`src/rtl/core/emgfc_pkg.sv`:
```
// Shared constants, command codes and types for the EMG filter chain.
package emgfc_pkg;

   localparam int SAMPLE_BITS    = 16;
   localparam int CENT_W         = SAMPLE_BITS + 1;
   localparam int TIME_W         = 32;
   localparam int WINDOW         = 500;
   localparam int COEF_FRAC_BITS = 28;
   localparam int COEF_W         = 32;
   localparam int SIG_FRAC       = 8;
   localparam int SIG_W          = 29;
   localparam int MUL_W          = COEF_W + SIG_W;
   localparam int ACC_W          = MUL_W + 3;
   localparam int NSTAGES        = 3;
   localparam int NTAPS          = 5;
   localparam int NHIST          = NSTAGES * 4;
   localparam int NCOEF          = NSTAGES * NTAPS;
   localparam int STAGE_W        = 2;
   localparam int STEP_W         = 3;
   localparam int IDX_W          = 4;
   localparam int PTR_W          = $clog2(WINDOW);
   localparam int CNT_W          = $clog2(WINDOW + 1);
   localparam int SQ_W           = 2 * SAMPLE_BITS;
   localparam int ROOT_W         = (SQ_W + CNT_W + 1) / 2;
   localparam int SUM_W          = 2 * ROOT_W;
   localparam int SREM_W         = ROOT_W + 3;
   localparam int ITER_W         = $clog2(SUM_W);

   localparam logic [3:0] OP_NONE  = 4'd0;
   localparam logic [3:0] OP_LOAD  = 4'd1;
   localparam logic [3:0] OP_MAC   = 4'd2;
   localparam logic [3:0] OP_STAGE = 4'd3;
   localparam logic [3:0] OP_FILT  = 4'd4;
   localparam logic [3:0] OP_SQN   = 4'd5;
   localparam logic [3:0] OP_UPD   = 4'd6;
   localparam logic [3:0] OP_DIV   = 4'd7;
   localparam logic [3:0] OP_SQRT  = 4'd8;
   localparam logic [3:0] OP_OUT   = 4'd9;

   typedef struct packed {
      logic [3:0]         op;
      logic [STAGE_W-1:0] stage;
      logic [STEP_W-1:0]  step;
   } cmd_type;

   // Rounds a seven-decimal coefficient to the Q format, ties away from zero.
   function automatic logic signed [COEF_W-1:0] coef_q(longint v);
      longint mag;
      longint q;
      mag = (v < 0) ? -v : v;
      q = (mag * (longint'(1) <<< COEF_FRAC_BITS) + 64'sd5000000) / 64'sd10000000;
      return COEF_W'((v < 0) ? -q : q);
   endfunction

   // b0, b1, b2, a1, a2 for each stage; the last entry is padding.
   localparam logic signed [COEF_W-1:0] COEF_TABLE [16] = '{
      coef_q(64'sd9149691),  coef_q(-64'sd18299383), coef_q(64'sd9149691),
      coef_q(-64'sd18226949), coef_q(64'sd8371817),
      coef_q(64'sd8005924),  coef_q(64'sd16011848),  coef_q(64'sd8005924),
      coef_q(64'sd15610181), coef_q(64'sd6413515),
      coef_q(64'sd9947912),  coef_q(-64'sd18922054), coef_q(64'sd9947912),
      coef_q(-64'sd18922054), coef_q(64'sd9895825),
      '0
   };

endpackage

```
`src/rtl/core/emgfc_ctrl.sv`:
```
// Controller: sequences load, filter taps, window update, divide, root and output.
module emgfc_ctrl (
   input  logic               clock,
   input  logic               reset,
   input  logic               req_valid,
   output logic               req_ready,
   input  logic               rsp_ready,
   output logic               rsp_valid,
   output emgfc_pkg::cmd_type cmd
);

   localparam logic [3:0] ST_IDLE  = 4'd0;
   localparam logic [3:0] ST_MAC   = 4'd1;
   localparam logic [3:0] ST_STAGE = 4'd2;
   localparam logic [3:0] ST_FILT  = 4'd3;
   localparam logic [3:0] ST_SQN   = 4'd4;
   localparam logic [3:0] ST_UPD   = 4'd5;
   localparam logic [3:0] ST_DIV   = 4'd6;
   localparam logic [3:0] ST_SQRT  = 4'd7;
   localparam logic [3:0] ST_DONE  = 4'd8;

   logic [3:0] state_ff, state_in;
   logic [emgfc_pkg::STAGE_W-1:0] stage_ff, stage_in;
   logic [emgfc_pkg::STEP_W-1:0] step_ff, step_in;
   logic [emgfc_pkg::ITER_W-1:0] iter_ff, iter_in;
   logic ovalid_ff, ovalid_in;

   assign req_ready = (state_ff == ST_IDLE);
   assign rsp_valid = ovalid_ff;

   always_comb begin
      state_in  = state_ff;
      stage_in  = stage_ff;
      step_in   = step_ff;
      iter_in   = iter_ff;
      ovalid_in = ovalid_ff && !rsp_ready;
      cmd.op    = emgfc_pkg::OP_NONE;
      cmd.stage = stage_ff;
      cmd.step  = step_ff;
      unique case (state_ff)
         ST_IDLE: begin
            if (req_valid) begin
               cmd.op   = emgfc_pkg::OP_LOAD;
               stage_in = '0;
               step_in  = '0;
               state_in = ST_MAC;
            end
         end
         ST_MAC: begin
            cmd.op = emgfc_pkg::OP_MAC;
            if (step_ff == emgfc_pkg::STEP_W'(emgfc_pkg::NTAPS)) begin
               state_in = ST_STAGE;
            end else begin
               step_in = step_ff + emgfc_pkg::STEP_W'(1);
            end
         end
         ST_STAGE: begin
            cmd.op = emgfc_pkg::OP_STAGE;
            if (stage_ff == emgfc_pkg::STAGE_W'(emgfc_pkg::NSTAGES - 1)) begin
               state_in = ST_FILT;
            end else begin
               stage_in = stage_ff + emgfc_pkg::STAGE_W'(1);
               step_in  = '0;
               state_in = ST_MAC;
            end
         end
         ST_FILT: begin
            cmd.op   = emgfc_pkg::OP_FILT;
            state_in = ST_SQN;
         end
         ST_SQN: begin
            cmd.op   = emgfc_pkg::OP_SQN;
            state_in = ST_UPD;
         end
         ST_UPD: begin
            cmd.op   = emgfc_pkg::OP_UPD;
            iter_in  = '0;
            state_in = ST_DIV;
         end
         ST_DIV: begin
            cmd.op = emgfc_pkg::OP_DIV;
            if (iter_ff == emgfc_pkg::ITER_W'(emgfc_pkg::SUM_W - 1)) begin
               iter_in  = '0;
               state_in = ST_SQRT;
            end else begin
               iter_in = iter_ff + emgfc_pkg::ITER_W'(1);
            end
         end
         ST_SQRT: begin
            cmd.op = emgfc_pkg::OP_SQRT;
            if (iter_ff == emgfc_pkg::ITER_W'(emgfc_pkg::ROOT_W - 1)) begin
               state_in = ST_DONE;
            end else begin
               iter_in = iter_ff + emgfc_pkg::ITER_W'(1);
            end
         end
         ST_DONE: begin
            if (!ovalid_ff || rsp_ready) begin
               cmd.op    = emgfc_pkg::OP_OUT;
               ovalid_in = 1'b1;
               state_in  = ST_IDLE;
            end
         end
         default: begin
            state_in = ST_IDLE;
         end
      endcase
   end

   always_ff @(posedge clock) begin
      if (reset) begin
         state_ff  <= ST_IDLE;
         stage_ff  <= '0;
         step_ff   <= '0;
         iter_ff   <= '0;
         ovalid_ff <= 1'b0;
      end else begin
         state_ff  <= state_in;
         stage_ff  <= stage_in;
         step_ff   <= step_in;
         iter_ff   <= iter_in;
         ovalid_ff <= ovalid_in;
      end
   end

endmodule

```
`config.mk`:
```
export PLATFORM = sky130hd
export DESIGN_NAME = emgfc_ctrl
export DESIGN_NICKNAME = d
export VERILOG_FILES = /design/src/rtl/core/emgfc_pkg.sv /design/src/rtl/core/emgfc_ctrl.sv
export SDC_FILE = /design/constraint.sdc
export NUM_CORES = 1
export LEC_CHECK = 0
export ABC_AREA = 1
export BUFFER_PORTS_ARGS = -buffer_cell sky130_fd_sc_hd__buf_4
export CORE_UTILIZATION = 56
export CTS_CLUSTER_SIZE = 16
export DETAILED_ROUTE_END_ITERATION = 10
export GPL_ROUTABILITY_DRIVEN = 0
export GPL_TIMING_DRIVEN = 0
export PLACE_DENSITY_LB_ADDON = 0.08
export RECOVER_POWER = 50
export SLEW_MARGIN = 15
export SYNTH_ARGS = -nofsm -noshare
export SYNTH_HDL_FRONTEND = slang
export SYNTH_SLANG_ARGS = --single-unit
```
`constraint.sdc`:
```
create_clock -name clock -period 1.37 [get_ports clock]
set_input_delay 0.0685 -clock clock [delete_from_list [all_inputs] [get_ports clock]]
set_output_delay 0.0685 -clock clock [all_outputs]
set_load 0.005 [all_outputs]
```
# Word level (Yosys, flattened, before mapping)
# Cells that the tools add are included.
op_classes:
  add_sub_neg: 3
  n_reduce_logical: 12
  n_eq_ne: 20
  n_mux: 22
ops:
  columns: ["operator", "n"]
  rows:
  - ["$pmux W4 S9", 2]
  - ["$mux W4", 6]
  - ["$pmux W6 S3", 1]
  - ["$eq A4 B3 Y1 const B", 4]
  - ["$ne A2 B2 Y1 const B", 8]
  - ["$mux W6", 2]
  - ["$mux W3", 3]
  - ["$pmux W3 S3", 1]
  - ["$eq A4 B2 Y1 const B", 2]
  - ["$add A6 B1 Y6 const B", 1]
  - ["$eq A6 B5 Y1 const B", 1]
  - ["$eq A6 B6 Y1 const B", 1]
  - ["$mux W2", 3]
  - ["$reduce_bool A3 Y1", 2]
  - ["$reduce_and A5 Y1", 1]
  - ["$eq A4 B1 Y1 const B", 1]
  - ["$eq A4 B4 Y1 const B", 1]
  - ["$logic_not A4 Y1", 1]
  - ["$pmux W2 S2", 1]
  - ["$reduce_and A4 Y1", 1]
  - ["$add A3 B1 Y3 const B", 1]
  - ["$eq A3 B3 Y1 const B", 1]
  - ["$mux W1", 3]
  - ["$reduce_and A3 Y1", 1]
  - ["other kinds (7)", 8]
word_totals:
  reg_bits: 16
  in_bits: 4
  wordCells: 62

# Longest topological paths before layout
logic_depth:
  ltp_word: 4
  depth_mapped: 11
  mapped_depth_nobuf: 11

# Worst setup path before layout
# OpenSTA, ideal clock, no wires.
synth_timing:
  path_type: "reg2reg"
  startpoint: "reg step_ff[1] (netlist name)"
  endpoint: "reg step_ff[1] (netlist name)"
  required_ns: 1.257
  n_path_buf: 0
  arrival_time_ns: 1.098
  path_slack_ns: 0.158
  path_stages_with_launch: 10
  cell_sequence: "dfxtp_1 -> inv_1 -> ha_1 -> nand2_1 -> nand3b_1 -> nand2_1 -> nor2_2 -> nand2_1 -> o21ai_1 -> nor2_1"
synth_via:
  elab_chain_cells: 3
  elab_cells_between_ends: 6
  cone_classes: "add/sub (1); eq/ne (2); mux (2); reduce/logical (1)"
synth_lines:
  columns: ["item", "line", "rtl"]
  rows:
  - ["start, declared", "emgfc_ctrl.sv:24", "logic [emgfc_pkg::STEP_W-1:0] step_ff, step_in;"]
  - ["start signal, assigned", "emgfc_ctrl.sv:120", "step_ff <= step_in;"]
  - ["$add A3 B1 Y3 / $eq A3 B3 Y1 (equally long branches)", "emgfc_ctrl.sv:54, emgfc_ctrl.sv:51", null]
  - ["$mux W3 / $ne A2 B2 Y1 (equally long branches)", null, null]
  - ["$pmux W3 S3 / $reduce_and A4 Y1 (equally long branches)", null, null]
# Several ways; a longest one is shown, not always the timed one. The select of a mux whose other input is x is not followed.
# A chain may end at the register's enable or synchronous reset.

==> metrics <==
outcome complete, but fails checks; failing checks setup timing; overall power ~2400 µW; Clock Sink Count 16; H-tree depth 1; worst-case clock buffer depth 2; initial DRC count 24; Via density around 5.3; Core Area between 1500 and 2000 µm²; Worst Skew 3.815 ps; Final TNS setup -19.27 ps; drt total wl ~2800 µm; Boundary Pins 15; maxcap violations 0; Pre-Repair DR Iteration Count 4; Post-Synthesis Net Count about 180; fin nets ~200; Slowest-stage cell, CP dfxtp_4; total CTS buffers 3; DIE AREA 2143 µm²; non-filler instance count after layout ~220; Initial Utilization 61.61%; CP Launch Type register; Rows 15; Post-DRT Antenna Nets 0; f_max 0.7198 GHz; Yosys reg bits 16; final hold vios 0; Post-route DRC 0; setup violators final 1; port buffer count 13; Place WS -2.226 ps; reg2reg start state_ff[2]$_SDFFE_PP0P_; Final period util 101.4%; RSZ-0062 raised after global routing yes; Area Growth Syn to Fin 26.88%; clk slew on worst S/H paths around 100 ps; WHS around 48 ps; worst min path class input pin to register; synth unique cells 19; crit path time final between 1000 and 1500 ps; first-pass GRT wire length between 3000 and 4000 µm; Power Density 1702 nW/µm²; synthesized cell area roughly 1100 µm²; Slew headroom between 80 and 90%; Crit Path Max Fanout 5; largest stage delay on the critical path 400 ps; grt ovf 0; Hold Path End rsp_valid$_SDFF_PP0_; initial antenna violation count 0; via count 1162; Die Y roughly 46 µm; worst skew pair latency ~300 ps; Gate Count Post-Synth 173; CTS tree built; arrival time worst endpoint ~1300 ps; reg-to-reg slack, setup 30 ps; number of diodes 0; Worst Hold Depth 4; CP cell instances inv_2, nor2_1, nand2_1, nand3_2, buf_4; Hold Buf Count CTS 0; VDD IR max 0.001612 V; Crit Path Class register to output pin; Root Driver clkbuf_4; setup ws final -19.27 ps; sequential cell area fraction in the yosys report 29.16%; yosys warns 0; Slew Limit Fails 0; CP Data Required Time roughly 1300 ps; DP HPWL ~1800 µm; leakage around 0.00066 µW; worst-margin pin slew 262.1 ps; CP endpoint kind output pin; Post-Place Cells around 210; Avg WL per Cell between 10 and 15 µm; share of cells above drive strength 1 34.72%; Reg2Reg Depth 7; Reg-to-Reg End step_ff[1]$_SDFFE_PP0P_; min-delay src rsp_ready; Die X 46.29 µm; vias in the first global route between 900 and 1000; total track usage about a quarter; syn avg cell area between 6 and 7 µm²; largest net degree at the start of global routing 10
==> sequential cells by signal, summed over array words and instances, names as in the netlist <==
signal / count
state_ff: 4
step_ff: 3
stage_ff: 2
rsp_valid: 1
iter_ff: 6
==> worst max-delay path by stage <==
stage	from	endpoint	slack (ps)	cells after the start
after floorplan	step_ff[1]$_SDFFE_PP0P_	step_ff[1]$_SDFFE_PP0P_	160	9
after CTS	state_ff[0]$_SDFFE_PP0P_	cmd[5]	-10	6
after detailed placement	state_ff[0]$_SDFFE_PP0P_	state_ff[3]$_SDFFE_PP0P_	-2	7
final	state_ff[0]$_SDFFE_PP0P_	cmd[6]	-20	5
after global placement	state_ff[0]$_SDFFE_PP0P_	state_ff[0]$_SDFFE_PP0P_	30	7
after global routing	state_ff[0]$_SDFFE_PP0P_	cmd[6]	-100	5
==> kinds of logic after synthesis <==
kind of cell	Yosys count	synth area share [%]
buffers and inverters	30	10.82
DFF	16	29.16
adders and majority gates	6	6.834
xor gates and xnor gates	1	0.7974
AOI/OAI and AO/OA	16	7.517
and+or+nand+nor	104	44.87
==> metal layers <==
metal | wire length, µm | part of all wire [%] | global-route usage [%]
met1 | 1167 | 42 | 30.28
met2 | 1331 | 48 | 41.97
met5 | 0 | 0 | 0
met3 | 163 | 5.9 | 3.922
met4 | 99 | 3.6 | 14.12
==> worst max-delay path: cells and delay by family (launching register included) <==
family | cells | cell delay (ps)
buffers and inverters | 2 | 170
AND/OR/NAND/NOR | 3 | 450
flip-flops | 1 | 400
==> final cells by class <==
class	instances	area (µm²)
Buffer	1	10.01
Clock buffer	4	36.28
Fill cell	135	389.1
Inverter	29	108.9
Multi-Input combinational cell	127	739.5
Sequential cell	16	340.3
Tap cell	25	31.28
Timing Repair Buffer	16	127.6
==> stage by stage <==
stage	instance area (µm²)	util, %
floorplan	1099	-
global placement	1227	68.84
detailed placement	1227	68.84
CTS	1287	72.21
global route	1394	78.18
finish	1394	78.18
==> timing repair <==
action,4_1_cts,5_1_grt
setup endpoints to repair,5,13
gates resized for setup,8,34
pin swaps,1,12
buffers inserted,1,2
==> synth_stat cells, drive strengths merged <==
cell | number | share of area (%)
dfxtp | 16 | 29
ha | 6 | 6.8
nand2 | 47 | 19
clkdlybuf4s25 | 1 | 0.91
o211ai | 1 | 0.68
inv | 29 | 9.9
nand3 | 20 | 9.1
xnor2 | 1 | 0.80
a21oi | 8 | 3.6
nand4 | 3 | 1.7
o21ai | 7 | 3.2
nand3b | 2 | 1.4
nor2 | 32 | 13
==> report_power, final <==
group          switching [µW]  total [µW]  internal [µW]
Combinational             756        1340            587
Clock                     172         334            162
Sequential                119         695            575
==> layout by cell type, fill, tap and decap left out <==
master            n
nand3b_1          2
o211ai_1          1
a21oi_1           8
clkbuf_4          4
xnor2_1           1
buf_6             2
nand3_1          17
nor2_2            4
inv_2            10
nor2_4            7
clkbuf_8          1
ha_4              1
nand4_1           3
nand3_2           3
o21ai_1           5
ha_1              4
clkdlybuf4s25_2   1
inv_1            19
nor2_1           21
ha_2              1
nand2_1          35
buf_4            13
dfxtp_4           4
nand2_4           4
dfxtp_1           8
o21ai_0           2
dfxtp_2           4
nand2_2           8
No activity file was read; power rests on OpenSTA's default activity.
